===== src/rtl/satc_ram.sv =====
// ----------------------------------------------------------------------------
// satc_ram
// Generic single-write, single-read synchronous RAM with registered read.
// ----------------------------------------------------------------------------
`default_nettype none

module satc_ram #(
  parameter int WIDTH = 8,
  parameter int DEPTH = 16
) (
  input  wire logic                                        clk_i,
  input  wire logic                                        we_i,
  input  wire logic [((DEPTH > 1) ? $clog2(DEPTH) : 1)-1:0] waddr_i,
  input  wire logic [WIDTH-1:0]                            wdata_i,
  input  wire logic                                        re_i,
  input  wire logic [((DEPTH > 1) ? $clog2(DEPTH) : 1)-1:0] raddr_i,
  output logic      [WIDTH-1:0]                            rdata_o
);

  logic [WIDTH-1:0] mem_q [DEPTH];
  logic [WIDTH-1:0] rdata_q;

  always_ff @(posedge clk_i) begin
    if (we_i) begin
      mem_q[waddr_i] <= wdata_i;
    end
    if (re_i) begin
      rdata_q <= mem_q[raddr_i];
    end
  end

  assign rdata_o = rdata_q;

endmodule

`default_nettype wire


===== config.mk =====
export PLATFORM = sky130hd
export DESIGN_NAME = satc_ram
export DESIGN_NICKNAME = d
export VERILOG_FILES = /design/src/rtl/satc_ram.sv
export SDC_FILE = /design/constraint.sdc
export NUM_CORES = 1
export LEC_CHECK = 0
export ABC_AREA = 1
export ABC_CLOCK_PERIOD_IN_PS = 2250
export BUFFER_PORTS_ARGS = -buffer_cell sky130_fd_sc_hd__buf_2
export CORE_ASPECT_RATIO = 2
export CORE_MARGIN = 1.5
export CORE_UTILIZATION = 65
export CTS_CLUSTER_DIAMETER = 60
export DETAILED_ROUTE_END_ITERATION = 8
export PLACE_DENSITY = 0.84
export RECOVER_POWER = 100
export SKIP_CTS_REPAIR_TIMING = 1
export SLEW_MARGIN = 0
export SYNTH_ARGS = -nofsm -noshare
export SYNTH_HDL_FRONTEND = slang
export SYNTH_SLANG_ARGS = --single-unit
export TNS_END_PERCENT = 50

===== constraint.sdc =====
create_clock -name clk_i -period 2.25 [get_ports clk_i]
set_input_delay 0.45 -clock clk_i [delete_from_list [all_inputs] [get_ports clk_i]]
set_output_delay 0.45 -clock clk_i [all_outputs]
set_load 0.02 [all_outputs]

Word level (Yosys, flattened, before mapping)
Memory sizes are Yosys's and may differ from the RTL's. A register that Yosys moved wholly into a read port is not among the register bits. Index checks and enable logic that the tools add are counted.

RAM bits: 128. Flip-flop bits (word level): 0. Memories: 1. Logic and storage cells: 3. Bits of input ports: 19. Output and inout port bits: 8.

Muxes and demuxes: 2.

Memory list: mem_q (words 16, bits a word 8, rd ports 1, clocked after Yosys merged registers in 1, wr ports 1, line 20) `logic [WIDTH-1:0] mem_q [DEPTH];`.

Operators with widths (count): $mux W1 (2).

Longest topological paths before layout
Depth after elaboration: 2. Depth in mapped cells: 8. Gate-level depth less buffers: 7.

Worst setup path after synthesis
OpenSTA, ideal clock, no wires.

Kind: input-to-reg. Start point: in waddr_i[2] in the netlist's numbering. End point: mem mem_q[10][0] (enable). Setup time: 0.370 ns. Path slack: 0.849 ns. Arrival: 1.031 ns. Data required time: 1.880 ns. Stages: 2. Cells stage by stage: nand3b_1 -> nor2_1.

RTL lines: start, declared (line 13) `input wire logic [((DEPTH > 1) ? $clog2(DEPTH) : 1)-1:0] waddr_i,`; end, declared (line 20).

Straight into the memory's write port.

==> results list <==
- The run finished with clean final reports.
- Maximum number of pins on one net before global-route repair: 65
- Smallest setup slack after layout: 488.3 ps
* Initial cell density of the core: 0.6714
- TritonCTS built the clock tree.
- Num CTS Buffers: 17
* Average size of a mapped cell: 10.61 um^2
- Based on the critical path, the design can be clocked at up to 0.5676 GHz.
- Final Wtd Congestion: 0.8921
* Number of iterations in the first detailed-routing pass: 6
* Final HPWL DP: 7.962 mm
* Worst setup timing slack at the placement stage: 471.8 ps
- Counting every instance in the synthesized netlist gives 551.
- In the final routed layout, each cell accounts on average for 18.71 um.
* Total of flip-flops plus latches after synthesis: 136
- Time the worst path needs with I/O delays and setup: 1762 ps
* Critical path endpoint category: register
- Last element of the critical path: rdata_o[5]
* Post-synth net total: 570
* Sum of routed wire length over all layers: 13.14 mm
- In this design, the critical path's most frequently occurring cell is nand3_1.
* Unrepaired setup endpoints after global routing: no
- Utilization after layout: 0.7664
- Hold Fails Final Rpt: 0
- Share of the yosys chip area belonging to registers: 0.6985
- Number of cells on the worst reg-to-reg path: 6
- Global-route wire length before repair: 20.47 mm
* Fin Setup TNS: 0 ps
- The number of global-route vias before repair was 4,002.
- On the worst path, the slowest cell contributes a delay of 590 ps.
* Leftover overflow at the end of global routing: 0
* Floorplan Core Area: 8708 um^2
- Worst path cell trace: buf_2 > inv_2 > clkbuf_4 > nand2_1 > nand3_1 > nand3_1 > nand3_1 > nand2_1
- Path length in cells of the critical path: 8
* Highest net fanout along the worst path: 64
- Clock-pin slew was measured on the worst setup and hold paths at 60 ps.
- Final nets: 609
- Antenna violations before repair: 0
- Max-capacitance violation count: 0
- In the final layout, the multi-input gates occupy 1214 um^2.
* Post-synth design cell area: 5847 um^2
- Horizontal die dimension: 70.07 um
- Transition time at the pin with the least slew margin: 945.4 ps
- After floorplanning, the core was divided into 48 placement rows.
- Library cell contributing the largest single delay on the critical path: clkbuf_4
- The startpoint identified for the worst register-to-register timing path is mem_q[5][5].
- The netlist uses 11 different library cells.
- Total buffers and inverters traversed by the critical path: 3
- Maximum level of the CTS H-tree: 4
- Top Ports: 27
* Max transition margin: 0.3698
* Number of nets with antenna violations after routing: 0
- Setup violations remaining at the end of the flow were counted as 0.
* Area Overhead vs Synth: 14.15%
- End of the worst register-to-register path: rdata_o[5]
- For the worst-skew pair, the clock arrives at the later sink with an insertion delay of 410 ps.
- Across the whole layout, storage elements account for 4084 um^2.
- Max-slew violation total from the final report: 0
- The die is 137.1 um tall.
- Power density of the placed cells: 954.7 nW/um^2
* Kind of start point of the critical path: primary input
* Critical Path AT: 1920 ps
* Post-DR vias/cell: 5.803
- The number of antenna diodes in the final layout is 0.
- Area of the die: 9608 um^2
- Clock root buffer master: clkbuf_16
- Filler-free cell count of the finished design: 702
* WS Path Type: in2reg
* CTS max path bufs: 2
- Type of the worst min-delay path: in2reg
- VDD sags by at most 1.057 mV.
- For the worst setup path, the data required time is 2410 ps.
- Of the available clock period, the critical path in the final layout requires 0.7830.
- Fill cell instance count of the final layout: 523
- For this design, the sink count on the clock tree is 136.
- Post-detailed-route DRC marker count: 0
- For the final database, setup skew stands at 4.090 ps.
* Placed Instances: 671
- In this design, the largest share of critical-path delay is due to buffers and inverters.
- In this run the register-to-register setup slack is 1000 ps.
- Yosys warning count: 0
- P_leak: 0.002839 uW
- Initial detailed-routing violation count: 507
- The count of buffers added on input and output ports is 26.
* First element of the critical path: raddr_i[0]
- Global-route usage over all layers: 0.2952
* Share of layout cells above drive strength 1: 0.06811
* Routed via count: 4,074
-- metal layers --
layer / global-route usage / share of wire / vias up
met1: 0.3285 / 0.34 / 1908
li1: - / - / 1859
met5: 0 / 0 / -
met4: 0.2158 / 0.068 / 0
met3: 0.05523 / 0.067 / 58
met2: 0.5011 / 0.52 / 249
-- layout by cell type (no fill, tap or decap) --
| cell | netlist | layout |
|---|---|---|
| buf_2 | 13 | 5 |
| buf_4 | 4 | 4 |
| bufinv_16 | 0 | 7 |
| clkbuf_1 | 0 | 34 |
| clkbuf_16 | 0 | 17 |
| clkbuf_4 | 0 | 1 |
| clkinv_1 | 0 | 2 |
| clkinv_2 | 0 | 2 |
| clkinv_4 | 0 | 1 |
| clkinvlp_4 | 0 | 1 |
| edfxtp_1 | 136 | 136 |
| inv_1 | 100 | 100 |
| inv_2 | 2 | 2 |
| inv_6 | 0 | 1 |
| nand2_1 | 173 | 173 |
| nand3_1 | 97 | 97 |
| nand3b_1 | 2 | 2 |
| nor2_1 | 17 | 17 |
-- power by group --
group / switching (uW) / internal [uW]
logic: 258 / 85.4
registers: 15.3 / 2860
clock network: 981 / 2170
total: 1250 / 5120
-- per-stage QoR --
stage / instance area (um^2) / power [uW] / hold WS, ps
2_1_floorplan: 5847 / 3136 / 548.9
3_3_place_gp: 6083 / 3252 / 709.8
3_5_place_dp: 6083 / 3266 / 747.9
4_1_cts: 6761 / 6395 / 384.3
5_1_grt: 6674 / 6510 / 475.6
6_report: 6674 / 6371 / 469.1
-- final cells by class --
type / count / share of cell area
inverters: 102 / 0.05737
repair buffers: 44 / 0.02850
multi-input cells: 289 / 0.1819
clock inverters: 14 / 0.03787
flip-flops and latches: 136 / 0.6119
well taps: 100 / 0.01875
clock buffers: 17 / 0.06374
-- state kept, by name (all words and copies together) (netlist names) --
signal and flops:
rdata_o 8, mem_q 128
-- logic make-up (layout without fill, tap and decap cells) --
group	after synthesis	in the layout	share of synthesized area
buffers and inverters	126	177	0.09394
and+or+nand+nor	289	289	0.2076
DFF	136	136	0.6985
-- worst min path at each step --
stage                 startpoint     endpoint  slack, ps  cells past startpoint
floorplan             wdata_i[0]  mem_q[0][0]        550                      0
global placement    mem_q[10][7]   rdata_o[7]        710                      6
detailed placement  mem_q[12][1]   rdata_o[1]        750                      6
CTS                         re_i   rdata_o[0]        380                      1
global route                re_i   rdata_o[1]        480                      1
finish                      re_i   rdata_o[0]        470                      1
-- cells in the mapped netlist, drive strengths merged --
| library cell | count | area [um^2] |
|---|---|---|
| buf | 24 | 166.4 |
| edfxtp | 136 | 4084 |
| nand3 | 97 | 485.5 |
| nand2 | 173 | 649.4 |
| nand3b | 2 | 15.01 |
| inv | 102 | 382.9 |
| nor2 | 17 | 63.81 |
No activity file was read; power rests on OpenSTA's default activity.
